## src/design/coab_pkg.sv

```systemverilog
// Shared constants and types for the cursor overlay alpha blend.
// No dependencies; used by the top level and its checker.
package coab_pkg;

  localparam int MAX_CURSOR_SIDE = 256;
  localparam int MAX_FRAME_SIDE  = 8192;

  localparam int POS_W   = 13;
  localparam int HOT_W   = 8;
  localparam int DIM_W   = 14;
  localparam int LINE_W  = 16;
  localparam int ADDR_W  = 28;
  localparam int BYTE_W  = 8;
  localparam int ARGB_W  = 32;
  localparam int PADDR_W = 5;
  localparam int PDATA_W = 32;
  localparam int SIGNED_POS_W = 15;

  localparam logic [BYTE_W-1:0]  FULL_ALPHA  = 8'd255;
  localparam logic [15:0]        HALF_ROUND  = 16'(255 / 2);
  // x / 255 == (x * 32897) >> 23 for every 16-bit x
  localparam logic [31:0]        RECIP_255   = 32'd32897;
  localparam int                 RECIP_SHIFT = 23;
  localparam int                 ALPHA_LSB   = 24;

  localparam logic [DIM_W-1:0]  WIDTH_RST  = 14'd1920;
  localparam logic [DIM_W-1:0]  HEIGHT_RST = 14'd1080;
  localparam logic [LINE_W-1:0] LINE_RST   = 16'd7680;
  localparam logic [DIM_W-1:0]  FRAME_LIM  = DIM_W'(MAX_FRAME_SIDE);

  typedef enum logic [2:0] {
    REG_POINTER_X    = 3'd0,
    REG_POINTER_Y    = 3'd1,
    REG_HOT_X        = 3'd2,
    REG_HOT_Y        = 3'd3,
    REG_FRAME_WIDTH  = 3'd4,
    REG_FRAME_HEIGHT = 3'd5,
    REG_LINE_BYTES   = 3'd6
  } cfg_idx_t;

endpackage

```

## src/design/cursor_overlay_alpha_blend.sv

```systemverilog
// An accepted item passes through the stage 1, stage 2 and output registers in order and
// can be taken from the output register whenever out_stall is low.
// Throughput: one item per cycle while the output is not stalled; the three stages hold or
// advance together, so a stalled valid output holds the whole pipe and raises in_stall.
// Stage 1 multiplies frame by 255-alpha, stage 2 runs the reciprocal multiply and
// row*line_bytes, stage 3 adds and selects. Synchronous rst_n clears valids, loads reg resets.
module cursor_overlay_alpha_blend (
  input  logic                              clk,
  input  logic                              rst_n,
  input  logic                              psel,
  input  logic                              penable,
  input  logic                              pwrite,
  input  logic [coab_pkg::PADDR_W-1:0]      paddr,
  input  logic [coab_pkg::PDATA_W-1:0]      pwdata,
  output logic [coab_pkg::PDATA_W-1:0]      prdata,
  output logic                              pready,
  input  logic                              in_valid,
  output logic                              in_stall,
  input  logic [coab_pkg::BYTE_W-1:0]       in_cursor_col,
  input  logic [coab_pkg::BYTE_W-1:0]       in_cursor_row,
  input  logic [coab_pkg::ARGB_W-1:0]       in_cursor_argb,
  input  logic [coab_pkg::BYTE_W-1:0]       in_frame_byte0,
  input  logic [coab_pkg::BYTE_W-1:0]       in_frame_byte1,
  input  logic [coab_pkg::BYTE_W-1:0]       in_frame_byte2,
  output logic                              out_valid,
  input  logic                              out_stall,
  output logic                              out_write_enable,
  output logic [coab_pkg::ADDR_W-1:0]       out_byte_address,
  output logic [coab_pkg::BYTE_W-1:0]       out_new_byte0,
  output logic [coab_pkg::BYTE_W-1:0]       out_new_byte1,
  output logic [coab_pkg::BYTE_W-1:0]       out_new_byte2
);

  // configuration registers
  logic [coab_pkg::POS_W-1:0]  pointer_x_r, pointer_y_r;
  logic [coab_pkg::HOT_W-1:0]  hot_x_r, hot_y_r;
  logic [coab_pkg::DIM_W-1:0]  frame_width_r, frame_height_r;
  logic [coab_pkg::LINE_W-1:0] line_bytes_r;
  logic                        cfg_wr;
  coab_pkg::cfg_idx_t          cfg_idx;

  assign pready  = 1'b1;
  assign cfg_wr  = psel & penable & pwrite;
  assign cfg_idx = coab_pkg::cfg_idx_t'(paddr[4:2]);

  always_ff @(posedge clk) begin
    if (!rst_n) begin
      pointer_x_r    <= '0;
      pointer_y_r    <= '0;
      hot_x_r        <= '0;
      hot_y_r        <= '0;
      frame_width_r  <= coab_pkg::WIDTH_RST;
      frame_height_r <= coab_pkg::HEIGHT_RST;
      line_bytes_r   <= coab_pkg::LINE_RST;
    end else if (cfg_wr) begin
      case (cfg_idx)
        coab_pkg::REG_POINTER_X:    pointer_x_r    <= pwdata[coab_pkg::POS_W-1:0];
        coab_pkg::REG_POINTER_Y:    pointer_y_r    <= pwdata[coab_pkg::POS_W-1:0];
        coab_pkg::REG_HOT_X:        hot_x_r        <= pwdata[coab_pkg::HOT_W-1:0];
        coab_pkg::REG_HOT_Y:        hot_y_r        <= pwdata[coab_pkg::HOT_W-1:0];
        coab_pkg::REG_FRAME_WIDTH:  frame_width_r  <= pwdata[coab_pkg::DIM_W-1:0];
        coab_pkg::REG_FRAME_HEIGHT: frame_height_r <= pwdata[coab_pkg::DIM_W-1:0];
        coab_pkg::REG_LINE_BYTES:   line_bytes_r   <= pwdata[coab_pkg::LINE_W-1:0];
        default: ;
      endcase
    end
  end

  always_comb begin
    case (cfg_idx)
      coab_pkg::REG_POINTER_X:    prdata = 32'(pointer_x_r);
      coab_pkg::REG_POINTER_Y:    prdata = 32'(pointer_y_r);
      coab_pkg::REG_HOT_X:        prdata = 32'(hot_x_r);
      coab_pkg::REG_HOT_Y:        prdata = 32'(hot_y_r);
      coab_pkg::REG_FRAME_WIDTH:  prdata = 32'(frame_width_r);
      coab_pkg::REG_FRAME_HEIGHT: prdata = 32'(frame_height_r);
      coab_pkg::REG_LINE_BYTES:   prdata = 32'(line_bytes_r);
      default:                    prdata = '0;
    endcase
  end

  // pipeline control: all stages move together
  logic v1_r, v2_r, v3_r;
  logic adv;

  assign adv      = !v3_r || !out_stall;
  assign in_stall = !adv;

  // ---------------- stage 1: position, clip, frame share product
  logic signed [coab_pkg::SIGNED_POS_W-1:0] ix_nxt, iy_nxt;
  logic [coab_pkg::DIM_W-1:0]  wlim, hlim;
  logic [coab_pkg::BYTE_W-1:0] alpha, inv_alpha;
  logic                        on_frame, we1_nxt;
  logic [15:0]                 p0_nxt, p1_nxt, p2_nxt;

  always_comb begin
    alpha     = in_cursor_argb[coab_pkg::ALPHA_LSB +: coab_pkg::BYTE_W];
    inv_alpha = coab_pkg::FULL_ALPHA - alpha;
    ix_nxt = $signed({2'b00, pointer_x_r}) - $signed({7'b0, hot_x_r})
           + $signed({7'b0, in_cursor_col});
    iy_nxt = $signed({2'b00, pointer_y_r}) - $signed({7'b0, hot_y_r})
           + $signed({7'b0, in_cursor_row});
    wlim = (frame_width_r  > coab_pkg::FRAME_LIM) ? coab_pkg::FRAME_LIM : frame_width_r;
    hlim = (frame_height_r > coab_pkg::FRAME_LIM) ? coab_pkg::FRAME_LIM : frame_height_r;
    on_frame = !ix_nxt[coab_pkg::SIGNED_POS_W-1] && !iy_nxt[coab_pkg::SIGNED_POS_W-1]
          && (ix_nxt[coab_pkg::DIM_W-1:0] < wlim) && (iy_nxt[coab_pkg::DIM_W-1:0] < hlim)
          && ({1'b0, in_cursor_col} < 9'(coab_pkg::MAX_CURSOR_SIDE))
          && ({1'b0, in_cursor_row} < 9'(coab_pkg::MAX_CURSOR_SIDE));
    we1_nxt = on_frame && (alpha != '0);
    p0_nxt  = 16'(in_frame_byte0) * 16'(inv_alpha);
    p1_nxt  = 16'(in_frame_byte1) * 16'(inv_alpha);
    p2_nxt  = 16'(in_frame_byte2) * 16'(inv_alpha);
  end

  logic                        we1_r;
  logic [coab_pkg::POS_W-1:0]  ix1_r, iy1_r;
  logic [15:0]                 p0_r, p1_r, p2_r;
  logic [coab_pkg::BYTE_W-1:0] c0_1_r, c1_1_r, c2_1_r, f0_1_r, f1_1_r, f2_1_r;

  // ---------------- stage 2: divide by 255 and row times line length
  logic [31:0] q0_nxt, q1_nxt, q2_nxt;
  logic [coab_pkg::ADDR_W-1:0] rowoff_nxt;
  logic [28:0] rowmul;

  always_comb begin
    q0_nxt     = 32'(p0_r + coab_pkg::HALF_ROUND) * coab_pkg::RECIP_255;
    q1_nxt     = 32'(p1_r + coab_pkg::HALF_ROUND) * coab_pkg::RECIP_255;
    q2_nxt     = 32'(p2_r + coab_pkg::HALF_ROUND) * coab_pkg::RECIP_255;
    rowmul     = 29'(iy1_r) * 29'(line_bytes_r);
    rowoff_nxt = rowmul[coab_pkg::ADDR_W-1:0];
  end

  logic                        we2_r;
  logic [coab_pkg::POS_W-1:0]  ix2_r;
  logic [coab_pkg::ADDR_W-1:0] rowoff2_r;
  logic [coab_pkg::BYTE_W-1:0] s0_r, s1_r, s2_r;
  logic [coab_pkg::BYTE_W-1:0] c0_2_r, c1_2_r, c2_2_r, f0_2_r, f1_2_r, f2_2_r;

  // ---------------- stage 3: final add and select
  logic [coab_pkg::ADDR_W-1:0] addr_nxt;
  logic [coab_pkg::BYTE_W-1:0] b0_nxt, b1_nxt, b2_nxt;

  always_comb begin
    if (we2_r) begin
      addr_nxt = rowoff2_r + {13'b0, ix2_r, 2'b00};
      b0_nxt   = c0_2_r + s0_r;
      b1_nxt   = c1_2_r + s1_r;
      b2_nxt   = c2_2_r + s2_r;
    end else begin
      addr_nxt = '0;
      b0_nxt   = f0_2_r;
      b1_nxt   = f1_2_r;
      b2_nxt   = f2_2_r;
    end
  end

  always_ff @(posedge clk) begin
    if (!rst_n) begin
      v1_r <= 1'b0;
      v2_r <= 1'b0;
      v3_r <= 1'b0;
    end else if (adv) begin
      v1_r <= in_valid;
      v2_r <= v1_r;
      v3_r <= v2_r;
    end
  end

  // payload: hold while stalled
  always_ff @(posedge clk) begin
    if (adv) begin
      we1_r  <= we1_nxt;
      ix1_r  <= ix_nxt[coab_pkg::POS_W-1:0];
      iy1_r  <= iy_nxt[coab_pkg::POS_W-1:0];
      p0_r   <= p0_nxt;
      p1_r   <= p1_nxt;
      p2_r   <= p2_nxt;
      c0_1_r <= in_cursor_argb[7:0];
      c1_1_r <= in_cursor_argb[15:8];
      c2_1_r <= in_cursor_argb[23:16];
      f0_1_r <= in_frame_byte0;
      f1_1_r <= in_frame_byte1;
      f2_1_r <= in_frame_byte2;

      we2_r     <= we1_r;
      ix2_r     <= ix1_r;
      rowoff2_r <= rowoff_nxt;
      s0_r      <= q0_nxt[coab_pkg::RECIP_SHIFT +: coab_pkg::BYTE_W];
      s1_r      <= q1_nxt[coab_pkg::RECIP_SHIFT +: coab_pkg::BYTE_W];
      s2_r      <= q2_nxt[coab_pkg::RECIP_SHIFT +: coab_pkg::BYTE_W];
      c0_2_r    <= c0_1_r;
      c1_2_r    <= c1_1_r;
      c2_2_r    <= c2_1_r;
      f0_2_r    <= f0_1_r;
      f1_2_r    <= f1_1_r;
      f2_2_r    <= f2_1_r;

      out_write_enable <= we2_r;
      out_byte_address <= addr_nxt;
      out_new_byte0    <= b0_nxt;
      out_new_byte1    <= b1_nxt;
      out_new_byte2    <= b2_nxt;
    end
  end

  assign out_valid = v3_r;

endmodule

```

## config.mk

```make
export PLATFORM = sky130hd
export DESIGN_NAME = cursor_overlay_alpha_blend
export DESIGN_NICKNAME = d
export VERILOG_FILES = /design/src/design/coab_pkg.sv /design/src/design/cursor_overlay_alpha_blend.sv
export SDC_FILE = /design/constraint.sdc
export NUM_CORES = 2
export LEC_CHECK = 0
export BUFFER_PORTS_ARGS = -buffer_cell sky130_fd_sc_hd__buf_2
export CORE_ASPECT_RATIO = 0.7
export CORE_MARGIN = 2
export CORE_UTILIZATION = 25
export DETAILED_ROUTE_END_ITERATION = 10
export GPL_TIMING_DRIVEN = 0
export PLACE_DENSITY = 0.38
export SYNTH_ARGS = -nofsm -noshare
export SYNTH_HDL_FRONTEND = slang
export SYNTH_SLANG_ARGS = --single-unit
export TNS_END_PERCENT = 5
```

## constraint.sdc

```tcl
create_clock -name clk -period 22 [get_ports clk]
set_clock_uncertainty 0.05 [all_clocks]
set_input_delay 2.2 -clock clk [delete_from_list [all_inputs] [get_ports clk]]
set_output_delay 2.2 -clock clk [all_outputs]
set_load 0.1 [all_outputs]
```

# [After elaboration in Yosys (flattened, before gate mapping)]
# Index checks and enable logic that the tools add are counted.
[totals] out_inout_bits=88 regBits=379
[op_classes] n_mux=6 n_eq_ne=6 n_bitwise=2 addsub=12 mul=7 magnitude_cmp=4 reduce_logical=19
[ops] operator="16-bit one-hot mux with 7 select lines" n=1
[ops] operator="17-bit by 16-bit multiplier with 31-bit output (second input constant)" n=3
[ops] operator="16-bit by 7-bit adder with 17-bit output (second input constant)" n=3
[ops] operator="8-bit by 8-bit multiplier with 16-bit output" n=3
[ops] operator="14-bit by 9-bit adder with 15-bit output" n=2
[ops] operator="28-bit by 15-bit adder with 28-bit output" n=1
[ops] operator="14-bit greater-than comparator (second input constant)" n=2
[ops] operator="14-bit < comparator" n=2
[ops] operator="13-bit by 16-bit multiplier with 28-bit output" n=1
[ops] operator="14-bit 2-to-1 mux" n=2
[ops] operator="13-bit by 8-bit subtractor with 14-bit output" n=2
[ops] operator="8-bit adder" n=3
[ops] operator="8-bit 2-to-1 mux" n=3
[ops] operator="2-bit AND reduction" n=7
[ops] operator="3-bit equality test (second input constant)" n=3
[ops] operator="8-bit nonzero test" n=1
[ops] operator="8-bit subtractor (first input constant)" n=1
[ops] operator="3-bit by 2-bit equality test with 1-bit output (second input constant)" n=2
[ops] operator="1-bit zero test" n=5
[ops] operator="1-bit logical AND" n=4
[ops] operator="3-bit by 1-bit equality test with 1-bit output (second input constant)" n=1
[ops] operator="3-bit zero test" n=1
[ops] operator="1-bit bitwise AND" n=2
[ops] operator="1-bit logical OR" n=1

# [Logic depth before layout (Yosys ltp)]
[logic_depth] word_depth=7 depth_mapped=24

# [Least setup slack after synthesis]
# OpenSTA, ideal clock, no wires.
[synth_path] path_type="input -> output" startpoint="input port out_stall" endpoint="output port in_stall" slack_ns=8.260 stages=2 required_ns=19.750 arrival_time_ns=11.490 path_buffers=0 path_cell_list="nand2_1 -> inv_1"
[synth_between] elab_chain_cells=3
[synth_lines] element="start: declaration" line_no="cursor_overlay_alpha_blend.sv:26" rtl="input logic out_stall,"
[synth_lines] element="1-bit zero test" line_no="cursor_overlay_alpha_blend.sv:86" rtl="assign adv = !v3_r || !out_stall;"
[synth_lines] element="1-bit logical OR" line_no="cursor_overlay_alpha_blend.sv:86"
[synth_lines] element="1-bit zero test" line_no="cursor_overlay_alpha_blend.sv:87" rtl="assign in_stall = !adv;"
[synth_lines] element="end: declaration" line_no="cursor_overlay_alpha_blend.sv:18" rtl="output logic in_stall,"
# No other way between the ends.

# [Worst setup path after layout]
[layout_path] startpoint="input port paddr[2] in the netlist's numbering" endpoint="output port prdata[5] in the netlist's numbering"
[layout_between] elab_chain_cells=2 word_cells_on_any_way=8 cone_classes="eq/ne: 6; mux: 1; reduce/logical: 1"
[layout_lines] element="start: declaration" line_no="cursor_overlay_alpha_blend.sv:13" rtl="input logic [coab_pkg::PADDR_W-1:0] paddr,"
[layout_lines] element="3-bit equality test (tied with other cells)" line_no="cursor_overlay_alpha_blend.sv:70" rtl="case (cfg_idx)"
[layout_lines] element="16-bit one-hot mux with 7 select lines (*)" line_no="cursor_overlay_alpha_blend.sv:70"
[layout_lines] element="end: declaration" line_no="cursor_overlay_alpha_blend.sv:15" rtl="output logic [coab_pkg::PDATA_W-1:0] prdata,"
# Mark *: on every way between the ends. The rest lies on a longest branch, timed or not.

==> results_dict.tcl <==
set metrics [dict create \
    required_ns 19.75 \
    synthArstFlopShare_pct 0 \
    ys_types 89 \
    path_clk_slew_ns 0.07 \
    grt_pass1_wl_um 159000 \
    dpl_cell_area_mm2 0.0383 \
    synth_area_mm2 0.0350 \
    num_rows 114 \
    n_fill_cell 14800 \
    cts_made_buffers 48 \
    rsz0062_at_grt "false" \
    htreeDepth 2 \
    post-route-drc-count 0 \
    vias 24300 \
    synth-seq-area-share_pct 30.0 \
    floorplan.initialDensity_pct 25.3 \
    fp.dieArea_mm2 0.143 \
    cts_setup_buffers 0 \
    leakagePower_nw 18.1 \
    via_per_inst 4.38 \
    grt_pass1_vias 24200 \
    setup_ws_ns 15.02 \
    drv_slew 0 \
    synth-main-ff-cell "edfxtp_1" \
    cts_tree "done" \
    p_per_area_mw_per_mm2 115 \
    power_mw 4.57 \
    reg2reg_slack_ns 15.28 \
    finalCritPeriodShare_pct 31.7 \
    die_y_um 317 \
    vdd_drop_max_uv 58.6 \
    cts-resized-gates 0 \
    max_freq_mhz 143 \
    overflow 0 \
    cts.sinks 379 \
    die_w_um 451 \
    maxSlewHeadroom_pct 21.9 \
    pre_cts_slack_ns 14.55 \
    dr.pass1.iters 5 \
    ys_ff_latch 379 \
    drtAntennaViolNets 0 \
    crit_type "input pin to output pin" \
    maxCapViolCount 0 \
    worst_slew_pin_slew_ns 1.16 \
    final_nets 4528 \
    hold_viol_final 0 \
    crit_path_end_kind "output pin" \
    hpwl_um 85700 \
    place.gp.congestion 0.815 \
    wl_um 106000 \
    clockBufferDepth 3 \
    outcome "finished, final reports clean" \
    ys_warn_count 0 \
    avgSynthCellArea_um2 10.2 \
    coreArea_mm2 0.138 \
    antenna_found_initial 8 \
    cp_max_fo 10 \
    final_area_mm2 0.0398 \
    drive_above_1_share_pct 9.19 \
    wl_per_cell_um 19.1 \
    grt_usage_pct 14.8 \
    hold_buffers 0 \
    synth_edf_count 290 \
    area_growth_pct 13.9 \
    io_pins 204 \
    period_needed_ns 6.98 \
    hp-class "flip-flop to flip-flop" \
    setup_viol 0 \
    drtIter0Drc 1362 \
    cts-root-buf "clkbuf_16" \
    io_buffers 165 \
    worst_setup_path_start_kind "input pin" \
    synthCells 3418 \
    setup_tns_ns 0 \
    clk-insertion-delay-late_ns 0.63 \
    hold-worst-slack_ns 0.352 \
    arrival_ns 4.73 \
    grt_max_degree 58 \
]
path summary, 6_finish.rpt:
kind	from	endpoint	cells after the start
max	paddr[2]	prdata[5]	7
min	f2_1_r[2]	f2_2_r[2]	0
max reg2reg	iy1_r[3]	rowoff2_r[21]	20
min reg2reg	f2_1_r[2]	f2_2_r[2]	0
cell usage after synthesis (all sizes together), types with 66 or more instances:
library cell  number  area share, %
xnor2            115            2.9
xor2              66            1.7
clkbuf            79           0.85
dfxtp             89            5.1
inv              428            4.6
nand2b           107            1.9
fa               269             15
ha               490             18
a21oi            101            1.5
nand2            367            3.9
o21ai             98            1.4
a21boi            67            1.4
and2             122            2.2
edfxtp           290             25
nor2b            156            2.8
nor2             116            1.3
stage by stage:
stage                     std cells  util, %
after floorplan                3433        -
after global placement         5454     27.6
after detailed placement       5459     27.7
after CTS                      5544     28.8
after global routing           5544     28.8
final                          5545     28.8
power breakdown:
group          internal, mW  total, mW  switching [mW]
registers             0.999       1.10           0.103
logic                  1.02       2.68            1.66
clock network         0.442      0.785           0.343
total                  2.46       4.57            2.11
kinds of logic (layout without fill, tap and decap cells):
| kind of cell | count (synthesis) | count (layout) | synth area share [%] |
|---|---|---|---|
| adders and majority gates | 759 | 759 | 32.9 |
| AOI/OAI and AO/OA | 453 | 453 | 8.86 |
| and+or+nand+nor | 1044 | 1044 | 15.3 |
| buffers and inverters | 534 | 789 | 5.95 |
| xor gates and xnor gates | 181 | 181 | 4.56 |
| muxes | 66 | 66 | 2.36 |
| DFF | 379 | 379 | 30.0 |
| other | 2 | 18 | 0.0215 |
routing by layer:
layer | global-route usage, % | share of wire, % | vias up | wire [um]
met5 | 0 | 0 | - | 0
met4 | 2.80 | 1.6 | 0 | 1650
met3 | 2.08 | 4.1 | 83 | 4310
met2 | 19.9 | 38 | 375 | 40200
met1 | 24.4 | 56 | 11900 | 59700
li1 | - | - | 12000 | -
state kept, by name, indices dropped and copies added, names as in the netlist, 13 cells and up:
name / cells
ix1_r: 13
pointer_x_r: 13
frame_height_r: 14
p0_r: 16
line_bytes_r: 16
iy1_r: 13
frame_width_r: 14
pointer_y_r: 13
out_byte_address: 28
ix2_r: 13
p2_r: 16
rowoff2_r: 28
p1_r: 16
layout by cell type, fill, tap and decap left out, drive strengths merged, types with 8 or more instances in the layout:
master	instances
mux2i	29
nor4	19
o21ai	98
nand3	40
or2	9
and3	16
nor2b	156
a211oi	15
clkbuf	143
and2	122
dfxtp	89
nor2	116
or3	17
a31o	8
nand4	10
conb	17
edfxtp	290
o211ai	12
buf	196
clkinv	13
a21oi	101
nand2b	107
inv	432
a21boi	67
ha	490
mux4	10
o31ai	9
nor3	37
xnor2	115
mux2	27
xor2	66
o21a	25
nand2	367
o31a	9
fa	269
a21o	46
layout make-up:
cell class	instances	area, um^2	area share [%]
repair buffers	170	956	2.40
diodes	1	2.50	0.00629
clock inverters	21	205	0.515
clock buffers	64	1300	3.27
plain buffers	105	473	1.19
well taps	1856	2320	5.83
multi-input cells	2520	22400	56.4
flip-flops and latches	379	10500	26.4
inverters	429	1610	4.05
critical path, cell delays in order:
cell and delay, ns:
buf_2 0.28, buf_1 0.61, clkbuf_1 0.52, mux2i_1 0.15, o21ai_0 0.29, mux2_2 0.24, buf_2 0.43
Note: power is estimated with default switching activity, not from simulation.
